### src/sv/stc_pkg.sv
package stc_pkg;

  typedef enum logic [1:0] {
    MODE_CALC  = 2'd0,
    MODE_WATCH = 2'd1,
    MODE_TIMER = 2'd2
  } mode_t;

  typedef enum logic [2:0] {
    KIND_TICK  = 3'd0,
    KIND_PAUSE = 3'd1,
    KIND_RESET = 3'd2,
    KIND_MODE  = 3'd3,
    KIND_DIGIT = 3'd4,
    KIND_ENTER = 3'd5
  } kind_t;

  localparam int SEC_PER_MIN    = 60;
  localparam int MIN_PER_HOUR   = 60;
  localparam int HOUR_PER_DAY   = 24;
  localparam int SEC_MAX        = 59;
  localparam int SEC_TENS_LIMIT = 6;
  localparam int DIGIT_MAX      = 9;
  localparam int ENTRY_DEPTH    = 4;
  localparam int SEC_TENS_POS   = 2;

  typedef struct packed {
    logic [2:0] kind;
    logic [3:0] digit;
  } in_item_t;

  typedef struct packed {
    logic [1:0] mode;
    logic       paused;
    logic [4:0] hour_count;
    logic [6:0] minute_count;
    logic [5:0] second_count;
    logic       counting_down;
    logic       expired;
    logic       lamp_on;
    logic [2:0] entry_position;
  } out_item_t;

  // d * 10 as (d << 3) + (d << 1); a decimal digit times ten fits in 7 bits.
  function automatic logic [6:0] times_ten(input logic [3:0] d);
    times_ten = {d, 3'b000} + {2'b00, d, 1'b0};
  endfunction

endpackage

### src/sv/stc_in_reg.sv
module stc_in_reg (
  input  logic              clk,
  input  logic              rst,
  input  logic              in_valid,
  output logic              in_ready,
  input  stc_pkg::in_item_t in_item,
  input  logic              take,
  output logic              hold_valid,
  output stc_pkg::in_item_t hold_item
);

  // The held item may be replaced in the same cycle that it moves on.
  assign in_ready = !hold_valid || take;

  always_ff @(posedge clk) begin
    if (rst) begin
      hold_valid <= 1'b0;
    end else if (in_ready) begin
      hold_valid <= in_valid;
    end
  end

  always_ff @(posedge clk) begin
    if (in_valid && in_ready) begin
      hold_item <= in_item;
    end
  end

endmodule

### src/sv/stc_engine.sv
module stc_engine (
  input  logic               clk,
  input  logic               rst,
  input  logic               go,
  input  stc_pkg::in_item_t  item,
  output stc_pkg::out_item_t result
);

  stc_pkg::mode_t mode, mode_next;
  logic           paused, paused_next;
  logic [4:0]     hours, hours_next;
  logic [6:0]     minutes, minutes_next;
  logic [5:0]     seconds, seconds_next;
  logic [3:0]     digits [stc_pkg::ENTRY_DEPTH];
  logic [3:0]     digits_next [stc_pkg::ENTRY_DEPTH];
  logic [2:0]     entry_idx, entry_idx_next;
  logic           running, running_next;
  logic           lamp, lamp_next;
  logic           end_cd;

  logic [6:0] sec_up;
  logic [7:0] min_up;
  logic [5:0] hour_up;
  logic [6:0] cd_min;
  logic [5:0] cd_sec;
  logic [6:0] ent_min;
  logic [6:0] ent_sec_raw;
  logic [5:0] ent_sec;

  always_comb begin
    sec_up      = {1'b0, seconds} + 7'd1;
    min_up      = {1'b0, minutes} + 8'd1;
    hour_up     = {1'b0, hours} + 6'd1;
    // Countdown step: borrow a minute when the seconds are at zero.
    if (seconds == '0) begin
      cd_min = (minutes != '0) ? minutes - 7'd1 : minutes;
      cd_sec = (minutes != '0) ? 6'(stc_pkg::SEC_MAX) : seconds;
    end else begin
      cd_min = minutes;
      cd_sec = seconds - 6'd1;
    end
    ent_min     = stc_pkg::times_ten(digits[0]) + {3'b000, digits[1]};
    ent_sec_raw = stc_pkg::times_ten(digits[2]) + {3'b000, digits[3]};
    ent_sec     = (ent_sec_raw > 7'(stc_pkg::SEC_MAX)) ? 6'(stc_pkg::SEC_MAX)
                                                       : ent_sec_raw[5:0];
  end

  always_comb begin
    mode_next      = mode;
    paused_next    = paused;
    hours_next     = hours;
    minutes_next   = minutes;
    seconds_next   = seconds;
    digits_next    = digits;
    entry_idx_next = entry_idx;
    running_next   = running;
    lamp_next      = lamp;
    end_cd         = 1'b0;
    if (go) begin
      unique case (stc_pkg::kind_t'(item.kind))
        stc_pkg::KIND_TICK: begin
          if (mode == stc_pkg::MODE_WATCH && !paused) begin
            if (sec_up >= 7'(stc_pkg::SEC_PER_MIN)) begin
              seconds_next = '0;
              if (min_up >= 8'(stc_pkg::MIN_PER_HOUR)) begin
                minutes_next = '0;
                hours_next   = (hour_up >= 6'(stc_pkg::HOUR_PER_DAY)) ? '0 : hour_up[4:0];
              end else begin
                minutes_next = min_up[6:0];
              end
            end else begin
              seconds_next = sec_up[5:0];
            end
          end else if (mode == stc_pkg::MODE_TIMER && running && !paused) begin
            minutes_next = cd_min;
            seconds_next = cd_sec;
            end_cd       = (cd_min == '0) && (cd_sec == '0);
          end
        end
        stc_pkg::KIND_PAUSE: begin
          if (mode == stc_pkg::MODE_WATCH || mode == stc_pkg::MODE_TIMER) begin
            paused_next = !paused;
          end
        end
        stc_pkg::KIND_RESET: begin
          if (mode == stc_pkg::MODE_WATCH) begin
            hours_next   = '0;
            minutes_next = '0;
            seconds_next = '0;
          end else if (mode == stc_pkg::MODE_TIMER) begin
            minutes_next = '0;
            seconds_next = '0;
            lamp_next    = 1'b1;
            end_cd       = running;
          end
        end
        stc_pkg::KIND_MODE: begin
          if (mode == stc_pkg::MODE_WATCH) begin
            mode_next      = stc_pkg::MODE_TIMER;
            digits_next    = '{default: '0};
            entry_idx_next = '0;
          end else if (mode == stc_pkg::MODE_TIMER) begin
            mode_next    = stc_pkg::MODE_CALC;
            running_next = 1'b0;
          end else begin
            mode_next = stc_pkg::MODE_WATCH;
          end
        end
        stc_pkg::KIND_DIGIT: begin
          if (mode == stc_pkg::MODE_TIMER && !running
              && entry_idx < 3'(stc_pkg::ENTRY_DEPTH)
              && item.digit <= 4'(stc_pkg::DIGIT_MAX)
              && !(entry_idx == 3'(stc_pkg::SEC_TENS_POS)
                   && item.digit >= 4'(stc_pkg::SEC_TENS_LIMIT))) begin
            digits_next[entry_idx[1:0]] = item.digit;
            entry_idx_next              = entry_idx + 3'd1;
          end
        end
        stc_pkg::KIND_ENTER: begin
          if (mode == stc_pkg::MODE_TIMER && !running) begin
            minutes_next = ent_min;
            seconds_next = ent_sec;
            running_next = 1'b1;
            end_cd       = (ent_min == '0) && (ent_sec == '0);
          end
        end
        default: begin
        end
      endcase
      if (end_cd) begin
        running_next = 1'b0;
        lamp_next    = 1'b0;
        mode_next    = stc_pkg::MODE_CALC;
      end
    end
  end

  always_ff @(posedge clk) begin
    if (rst) begin
      mode      <= stc_pkg::MODE_CALC;
      paused    <= 1'b0;
      hours     <= '0;
      minutes   <= '0;
      seconds   <= '0;
      digits    <= '{default: '0};
      entry_idx <= '0;
      running   <= 1'b0;
      lamp      <= 1'b0;
    end else begin
      mode      <= mode_next;
      paused    <= paused_next;
      hours     <= hours_next;
      minutes   <= minutes_next;
      seconds   <= seconds_next;
      digits    <= digits_next;
      entry_idx <= entry_idx_next;
      running   <= running_next;
      lamp      <= lamp_next;
    end
  end

  always_comb begin
    result.mode           = mode_next;
    result.paused         = paused_next;
    result.hour_count     = hours_next;
    result.minute_count   = minutes_next;
    result.second_count   = seconds_next;
    result.counting_down  = running_next;
    result.expired        = end_cd;
    result.lamp_on        = lamp_next;
    result.entry_position = entry_idx_next;
  end

endmodule

### src/sv/stc_out_reg.sv
module stc_out_reg (
  input  logic               clk,
  input  logic               rst,
  input  logic               load,
  input  stc_pkg::out_item_t result,
  output logic               space,
  output logic               out_valid,
  input  logic               out_ready,
  output stc_pkg::out_item_t out_item
);

  assign space = !out_valid || out_ready;

  always_ff @(posedge clk) begin
    if (rst) begin
      out_valid <= 1'b0;
    end else if (space) begin
      out_valid <= load;
    end
  end

  always_ff @(posedge clk) begin
    if (load) begin
      out_item <= result;
    end
  end

endmodule

### src/sv/stopwatch_countdown_timer.sv
// Stopwatch and countdown timer event block.
// Input channel (in_valid, in_ready, in_item) carries one event per item:
// a tick, a pause, reset or mode button, a digit key or the enter key.
// Output channel (out_valid, out_ready, out_item) returns exactly one result
// item per event, showing mode, time, flags and entry position after it.
// The event lands in an input register, and the next-state logic then
// updates the state and the result register together.
// Throughput is one item per cycle while out_ready stays high; the limit
// is the single state update per cycle that every event needs.
// When the receiver stalls, the result register holds its item and the
// input register holds one more, so in_ready drops only when both are full.
// Synchronous reset (rst high) puts the block in calculator mode with all
// counts, entry digits, flags and the lamp cleared, and empties both
// registers.
module stopwatch_countdown_timer (
  input  logic               clk,
  input  logic               rst,
  input  logic               in_valid,
  output logic               in_ready,
  input  stc_pkg::in_item_t  in_item,
  output logic               out_valid,
  input  logic               out_ready,
  output stc_pkg::out_item_t out_item
);

  logic               hold_valid;
  stc_pkg::in_item_t  hold_item;
  logic               space;
  logic               advance;
  stc_pkg::out_item_t result;

  assign advance = hold_valid && space;

  stc_in_reg u_in (
    .clk        (clk),
    .rst        (rst),
    .in_valid   (in_valid),
    .in_ready   (in_ready),
    .in_item    (in_item),
    .take       (advance),
    .hold_valid (hold_valid),
    .hold_item  (hold_item)
  );

  stc_engine u_engine (
    .clk    (clk),
    .rst    (rst),
    .go     (advance),
    .item   (hold_item),
    .result (result)
  );

  stc_out_reg u_out (
    .clk       (clk),
    .rst       (rst),
    .load      (advance),
    .result    (result),
    .space     (space),
    .out_valid (out_valid),
    .out_ready (out_ready),
    .out_item  (out_item)
  );

endmodule

### config.mk
export PLATFORM = sky130hd
export DESIGN_NAME = stopwatch_countdown_timer
export DESIGN_NICKNAME = d
export VERILOG_FILES = /design/src/sv/stc_pkg.sv /design/src/sv/stc_in_reg.sv /design/src/sv/stc_engine.sv /design/src/sv/stc_out_reg.sv /design/src/sv/stopwatch_countdown_timer.sv
export SDC_FILE = /design/constraint.sdc
export NUM_CORES = 1
export LEC_CHECK = 0
export BUFFER_PORTS_ARGS = -buffer_cell sky130_fd_sc_hd__buf_4
export CAP_MARGIN = 10
export CORE_AREA = 2 2 134 136
export CTS_CLUSTER_SIZE = 30
export DETAILED_ROUTE_END_ITERATION = 16
export DIE_AREA = 0 0 136 138
export PLACE_DENSITY = 0.53
export SYNTH_ARGS = -nofsm -noshare
export SYNTH_HDL_FRONTEND = slang
export SYNTH_SLANG_ARGS = --single-unit
### constraint.sdc
create_clock -name clk -period 2.72 [get_ports clk]
set_input_delay 0.408 -clock clk [delete_from_list [all_inputs] [get_ports clk]]
set_output_delay 0.408 -clock clk [all_outputs]
set_load 0.1 [all_outputs]
==> results of run 1 <==
[timing repair]
action / 4_1_cts / 5_1_grt
pin swaps: 18 / 15
endpoints found under the setup margin: 16 / 17
cloned: 0 / 0
hold buffers: 0 / 0
resized for setup: 16 / 9
setup buffers: 0 / 2
[cell type report]
| cell class | count | area share, % |
|---|---|---|
| sequential | 78 | 31.6 |
| multi-input combinational | 404 | 46.2 |
| clock buffer | 9 | 3.74 |
| inverter | 24 | 1.49 |
| clock inverter | 7 | 1.22 |
| timing repair buffer | 88 | 11.0 |
| tap | 229 | 4.75 |
[logic make-up after synthesis]
family          Yosys count
buf+inv                  52
flops                    78
compound gates          142
fa+ha+maj                30
xor+xnor                 10
simple gates            219
mux                       3
[through the flow]
step                      instances  hold WS, ns
after floorplan                 534        0.446
final                           839        0.239
after global routing            839        0.223
after CTS                       837        0.229
after detailed placement        821        0.477
after global placement          821        0.465
[state kept, by name (all words and copies together) (netlist names)]
signal and cells:
u_out.out_item 27, u_engine.digits 16, u_engine.minutes 7, u_in.hold_item 7
u_engine.seconds 6, u_engine.hours 5, u_engine.entry_idx 3, u_engine.mode 2
u_engine.lamp 1, u_engine.paused 1, u_engine.running 1, u_in.hold_valid 1
u_out.out_valid 1
[power breakdown]
part           total [mW]  switching, mW  internal [mW]
Sequential           1.28         0.0231           1.25
Clock                1.20          0.487          0.713
Combinational       0.306          0.230         0.0761
[routing by layer]
metal | vias to the layer above | wire length (microns) | part of all wire [%]
met5 | - | 0 | 0
met4 | 0 | 228 | 1.7
met3 | 16 | 557 | 4.2
met2 | 136 | 6550 | 50
met1 | 2093 | 5820 | 44
li1 | 2108 | - | -
[worst reg2reg max path: stages (launching register included)]
cell	delay [ns]
dfxtp_2	0.34
inv_2	0.04
fa_1	0.54
inv_2	0.05
buf_4	0.13
ha_4	0.20
a21o_1	0.18
a21oi_2	0.17
xnor2_2	0.11
a2111o_1	0.46
a41oi_2	0.20
o22ai_1	0.10
nor2b_1	0.13
[worst max path at each step]
stage	from	endpoint	slack (ns)	cells after the start
6_report	u_engine.digits[6]	u_engine.seconds[0]	-0.06	12
5_1_grt	u_engine.digits[6]	u_engine.seconds[3]	-0.15	12
4_1_cts	u_engine.digits[6]	u_engine.seconds[3]	-0.008	12
3_5_place_dp	u_engine.digits[3]	u_out.out_item[3]	-0.20	11
3_3_place_gp	u_engine.seconds[1]	u_out.out_item[26]	-0.11	11
2_1_floorplan	u_engine.digits[3]	u_out.out_item[6]	0.02	10
[layout by cell type (no fill, tap or decap), drive strengths merged, types with 6 or more instances in the layout]
master,count
nor3,17
and3,7
nand2,50
nor2b,24
xnor2,7
nor2,50
o21ai,25
and2,6
nor4,6
nand3,11
buf,88
a211oi,7
a21oi,37
a22oi,15
a21o,6
ha,26
dfxtp,44
inv,25
nand2b,11
clkbuf,9
edfxtp,34
a22o,7
nand4,11
==> flow_metrics.py, run 1 <==
metrics = {
    "grt": {
        "top_usage_layer": "met2",
        "grt_pass1_vias": 4136,
        "grt_pass1_wl_microns": 21500,
        "met3_usage_pct": 2.97,
        "overflow": 0,
        "antenna_found_initial": 0,
        "grt_use_met1_pct": 18.5,
        "grtUsageTotal_pct": 14.5,
        "grt_max_degree": 45,
        "grt.met2_usage_pct": 24.3,
    },
    "synth": {
        "synth_top_area_share_pct": 21.5,
        "netlist_top_cells_area": "edfxtp_1 (21%), dfxtp_1 (19%), ha_1 (6.8%)",
        "synth.most_common_cell": "nand2_1",
        "ys.flop_type": "dfxtp_1",
        "synthSimpleGateAreaFrac_pct": 24.4,
        "yosysSeqAreaShare_pct": 40.0,
        "ys_top_cells_by_count": "nand2_1 (50), nor2_1 (49), dfxtp_1 (44)",
        "avgSynthCellArea_sq_um": 8.91,
        "synth-compound-area-share_pct": 20.4,
        "synthAdderAreaFrac_pct": 8.52,
        "synth_top_family_by_area": "simple AND/OR/NAND/NOR gates",
        "syn-num-nets": 575,
        "synthXorXnorAreaFrac_pct": 1.84,
        "synth_async_sr_flop_share_pct": 0,
        "ys_warn_count": 0,
        "synthDistinctLibCells": 70,
        "synth_edf_count": 34,
        "syn_inst": 534,
        "ys_ff_latch": 78,
        "synth_mux_area_share_pct": 0.684,
        "synth_top_cell_by_area": "edfxtp_1",
        "netlist_area_sq_um": 4760,
    },
    "power": {
        "ir_drop_mv": 0.335,
        "power_mw": 2.78,
        "powerDensity_nw_per_um2": 461,
        "leakagePower_nw": 2.38,
    },
    "cells_and_area": {
        "final_nets": 646,
        "fill_cells": 1855,
        "fin_util_pct": 34.4,
        "multiInputGateArea_sq_um": 2790,
        "register_area_sq_um": 1910,
        "antennaDiodeCount": 0,
        "drive_gt1_share_pct": 23.3,
        "final_cell_area_sq_um": 6030,
        "areaGrowthSynthToFinish_pct": 26.7,
    },
    "critical_path": {
        "rr_endpoint": "u_engine.seconds[0]",
        "critPathLaunchType": "flop",
        "setup.worst_path.class": "reg -> reg",
        "cpMaxStageDelayCell": "fa_1",
        "reg2reg_slack_ns": -0.06,
        "cp_top_family": "compound AO/OA/AOI/OAI gates",
        "end_kind": "flop",
        "cp.arrival_ns": 2.98,
        "r2r_start": "u_engine.digits[6]",
        "cpMostUsedCell": "inv_2",
        "path_cells": "inv_2 > fa_1 > inv_2 > buf_4 > ha_4 > a21o_1 > a21oi_2 > xnor2_2 > a2111o_1 > a41oi_2 > o22ai_1 > nor2b_1",
        "slowest_delay_ns": 0.54,
        "crit_buf_inv": 3,
        "path_max_fanout": 4,
        "worst_ep_required_time_ns": 2.93,
        "r2r_cells": 12,
    },
    "floorplan": {
        "fp.dieW_microns": 136,
        "coreArea_sq_um": 17500,
        "start_util_pct": 27.1,
        "die_h_microns": 138,
        "dieArea_sq_um": 18800,
        "io_pins": 40,
        "rows": 49,
    },
    "cts": {
        "root_buffer": "clkbuf_16",
        "path_clk_slew_ns": 0.06,
        "cts.path.max_buffers": 2,
        "cts_tree": "done",
        "numCtsBuffers": 9,
        "cts.sinks": 78,
        "ctsHtreeMaxLevel": 3,
        "clock_latency_ns": 0.34,
    },
    "outcome": {
        "violations": "setup timing",
        "status": "complete, but fails checks",
    },
    "sta": {
        "relSlewSlack_pct": 59.3,
        "max_freq_mhz": 360,
        "tns_ns": -0.112,
        "worst_slew_pin_slew_ns": 0.604,
        "finalHoldViolCount": 0,
        "maxSlewViolCount": 0,
        "fin_ws_ns": -0.0568,
        "fin_crit_ns": 2.78,
        "setup_viol": 4,
        "skew_ns": 0.00622,
        "period_share_pct": 102,
        "grt_setup_unrepaired": "true",
    },
    "detailed_routing": {
        "postRouteAntennaNets": 0,
        "via_per_inst": 5.19,
        "wire_per_inst_microns": 15.7,
        "drtPass1Iterations": 5,
        "vias": 4353,
        "drc": 0,
        "wl_microns": 13200,
        "initialDrtViolationCount": 228,
    },
    "placement": {
        "placed_cell_area_sq_um": 5600,
        "io_buffer_count": 39,
        "post-place-ws_ns": -0.198,
        "dp_hpwl_microns": 9880,
        "place_congestion": 0.909,
    },
    "worst_hold_path": {
        "min_to": "u_in.hold_item[5]",
        "holdPathStages": 1,
        "worstHoldStart": "in_item[5]",
        "hold_path.class": "in -> reg",
    },
    "job": {
        "maxCapViolCount": 0,
    },
}
Power figures use the tool's default switching activity.
==> run 2, diff against run 1 <==
--- a/config.mk
+++ b/config.mk
@@ -7,10 +7,10 @@
 export LEC_CHECK = 0
 export BUFFER_PORTS_ARGS = -buffer_cell sky130_fd_sc_hd__buf_4
 export CAP_MARGIN = 10
-export CORE_AREA = 2 2 134 136
+export CORE_AREA = 2 2 114 160
 export CTS_CLUSTER_SIZE = 30
 export DETAILED_ROUTE_END_ITERATION = 16
-export DIE_AREA = 0 0 136 138
+export DIE_AREA = 0 0 116 162
 export PLACE_DENSITY = 0.53
 export SYNTH_ARGS = -nofsm -noshare
 export SYNTH_HDL_FRONTEND = slang
==> flow_metrics.py, run 2 (synthesized netlist as in run 1, its figures left out) <==
metrics = {
    "floorplan": {
        "rows": 57,
        "fp.dieW_microns": 116,
        "dieArea_sq_um": 18800,
        "io_pins": 40,
        "start_util_pct": 27.6,
        "coreArea_sq_um": 17300,
        "die_h_microns": 162,
    },
    "cts": {
        "ctsHtreeMaxLevel": 3,
        "ctsHoldBuffers": 0,
        "clock_latency_ns": 0.34,
        "cts.sinks": 78,
        "numCtsBuffers": 9,
        "path_clk_slew_ns": 0.06,
        "cts_tree": "done",
        "root_buffer": "clkbuf_16",
        "cts.path.max_buffers": 2,
    },
    "power": {
        "ir_drop_mv": 0.288,
        "powerDensity_nw_per_um2": 478,
        "clock_power_share_pct": 45.3,
        "internal_power_mw": 2.14,
        "p_comb_share_pct": 10.7,
        "p_seq_share_pct": 44.0,
        "swShare_pct": 26.2,
        "p_sw_mw": 0.760,
        "leakagePower_nw": 2.41,
    },
    "outcome": {
        "status": "complete, but fails checks",
        "violations": "setup timing",
    },
    "critical_path": {
        "critPathLaunchType": "flop",
        "cp.arrival_ns": 2.99,
        "reg2reg_slack_ns": -0.05,
        "end_kind": "flop",
        "path_max_fanout": 4,
        "rr_endpoint": "u_engine.seconds[3]",
        "cpMaxStageDelayCell": "fa_1",
        "worst_ep_required_time_ns": 2.93,
        "slowest_delay_ns": 0.56,
        "setup.worst_path.class": "reg -> reg",
        "path_cells": "inv_2 > fa_1 > inv_2 > fa_2 > a21o_1 > a21oi_2 > xnor2_2 > buf_4 > or3_1 > o211ai_1 > o211ai_1 > nor2b_1",
        "r2r_start": "u_engine.digits[6]",
        "r2r_cells": 12,
    },
    "sta": {
        "finalHoldViolCount": 0,
        "period_share_pct": 102,
        "fin_crit_ns": 2.77,
        "fin_ws_ns": -0.0548,
        "maxSlewViolCount": 0,
        "max_freq_mhz": 360,
        "setup_viol": 5,
        "tns_ns": -0.147,
        "skew_ns": 0.00560,
        "relSlewSlack_pct": 57.7,
        "worst_slew_pin_slew_ns": 0.628,
        "grt_setup_unrepaired": "true",
    },
    "worst_hold_path": {
        "min_to": "u_in.hold_item[4]",
        "hold_path.class": "in -> reg",
        "worstHoldStart": "in_item[4]",
        "holdPathStages": 1,
    },
    "placement": {
        "io_buffer_count": 39,
        "dp_hpwl_microns": 10600,
        "placed_cells": 834,
        "place_congestion": 0.933,
    },
    "cells_and_area": {
        "final_common_cell": "buf_4",
        "final_nets": 652,
        "largestRegisters": "u_out.out_item (27), u_engine.digits (16)",
        "largest_register_ffs": 27,
        "drive_gt1_share_pct": 23.4,
        "instances_no_fill": 852,
        "areaGrowthSynthToFinish_pct": 27.5,
        "regMostFlops": "u_out.out_item",
        "final_cell_mix": "buf_4 (94), nand2_1 (49), nor2_1 (48)",
        "antennaDiodeCount": 0,
    },
    "job": {
        "maxCapViolCount": 0,
    },
    "grt": {
        "overflow": 0,
        "grtUsageTotal_pct": 15.3,
        "grt_pass1_vias": 4502,
        "grt_max_degree": 45,
        "grt_pass1_wl_microns": 22500,
        "antenna_found_initial": 0,
    },
    "detailed_routing": {
        "postRouteAntennaNets": 0,
        "wl_microns": 13900,
        "via_per_inst": 5.13,
        "drtPass1Iterations": 5,
        "initialDrtViolationCount": 212,
        "wire_per_inst_microns": 16.3,
        "drc": 0,
        "vias": 4372,
    },
}
[run 2: worst max path at each step]
stage	depth (start not counted)	slack, ns	to	start
5_1_grt	12	-0.17	u_engine.seconds[3]	u_engine.digits[6]
3_3_place_gp	11	-0.14	u_out.out_item[3]	u_engine.digits[3]
4_1_cts	12	-0.06	u_engine.seconds[3]	u_engine.digits[6]
3_5_place_dp	11	-0.24	u_out.out_item[3]	u_engine.digits[3]
2_1_floorplan	10	0.02	u_out.out_item[6]	u_engine.digits[3]
6_report	12	-0.05	u_engine.seconds[3]	u_engine.digits[6]
[run 2: layout make-up]
type / instances / area, sq um
multi-input cells: 404 / 2750
flip-flops and latches: 78 / 1910
inverters: 24 / 90.1
clock buffers: 9 / 225
fillers: 1818 / 11200
well taps: 236 / 295
repair buffers: 94 / 706
clock inverters: 7 / 97.6
[run 2: power groups by stage]
stage                     combinational, mW  clock, mW  sequential [mW]
after floorplan                      0.0971          0             1.42
after global placement                0.309          0             1.30
after detailed placement              0.310          0             1.30
after CTS                             0.311       1.35             1.28
after global routing                  0.326       1.39             1.28
final                                 0.310       1.31             1.28
[run 2: through the flow]
step,cell area [sq um],total power [mW],util (%),hold slack [ns],setup slack (ns)
after floorplan,4780,1.52,-,0.446,0.0154
after global placement,5650,1.61,32.8,0.462,-0.140
after detailed placement,5650,1.61,32.8,0.469,-0.237
after CTS,6010,2.94,34.8,0.223,-0.0635
after global routing,6070,2.99,35.1,0.224,-0.165
final,6070,2.90,35.1,0.239,-0.0548
[run 2: timing repair]
action | in CTS | in global routing
endpoints found under the hold margin | 0 | 0
setup endpoints to repair | 19 | 20
setup buffers | 1 | 1
pin swaps | 18 | 9
gates resized for setup | 13 | 8
[run 2: worst max-delay path, delay by kind of cell, from the launching register on]
| family | cells | cell delay [ns] |
|---|---|---|
| xor+xnor | 1 | 0.10 |
| flops | 1 | 0.33 |
| fa+ha+maj | 2 | 0.91 |
| buf+inv | 3 | 0.24 |
| simple gates | 2 | 0.45 |
| compound gates | 4 | 0.60 |
[run 2: routing by layer]
metal	up-vias	track usage (%)	wire, microns
met2	126	28.5	7470
met4	0	8.33	575
met3	43	2.39	447
met1	2093	16.1	5420
met5	-	0	0
li1	2110	-	-
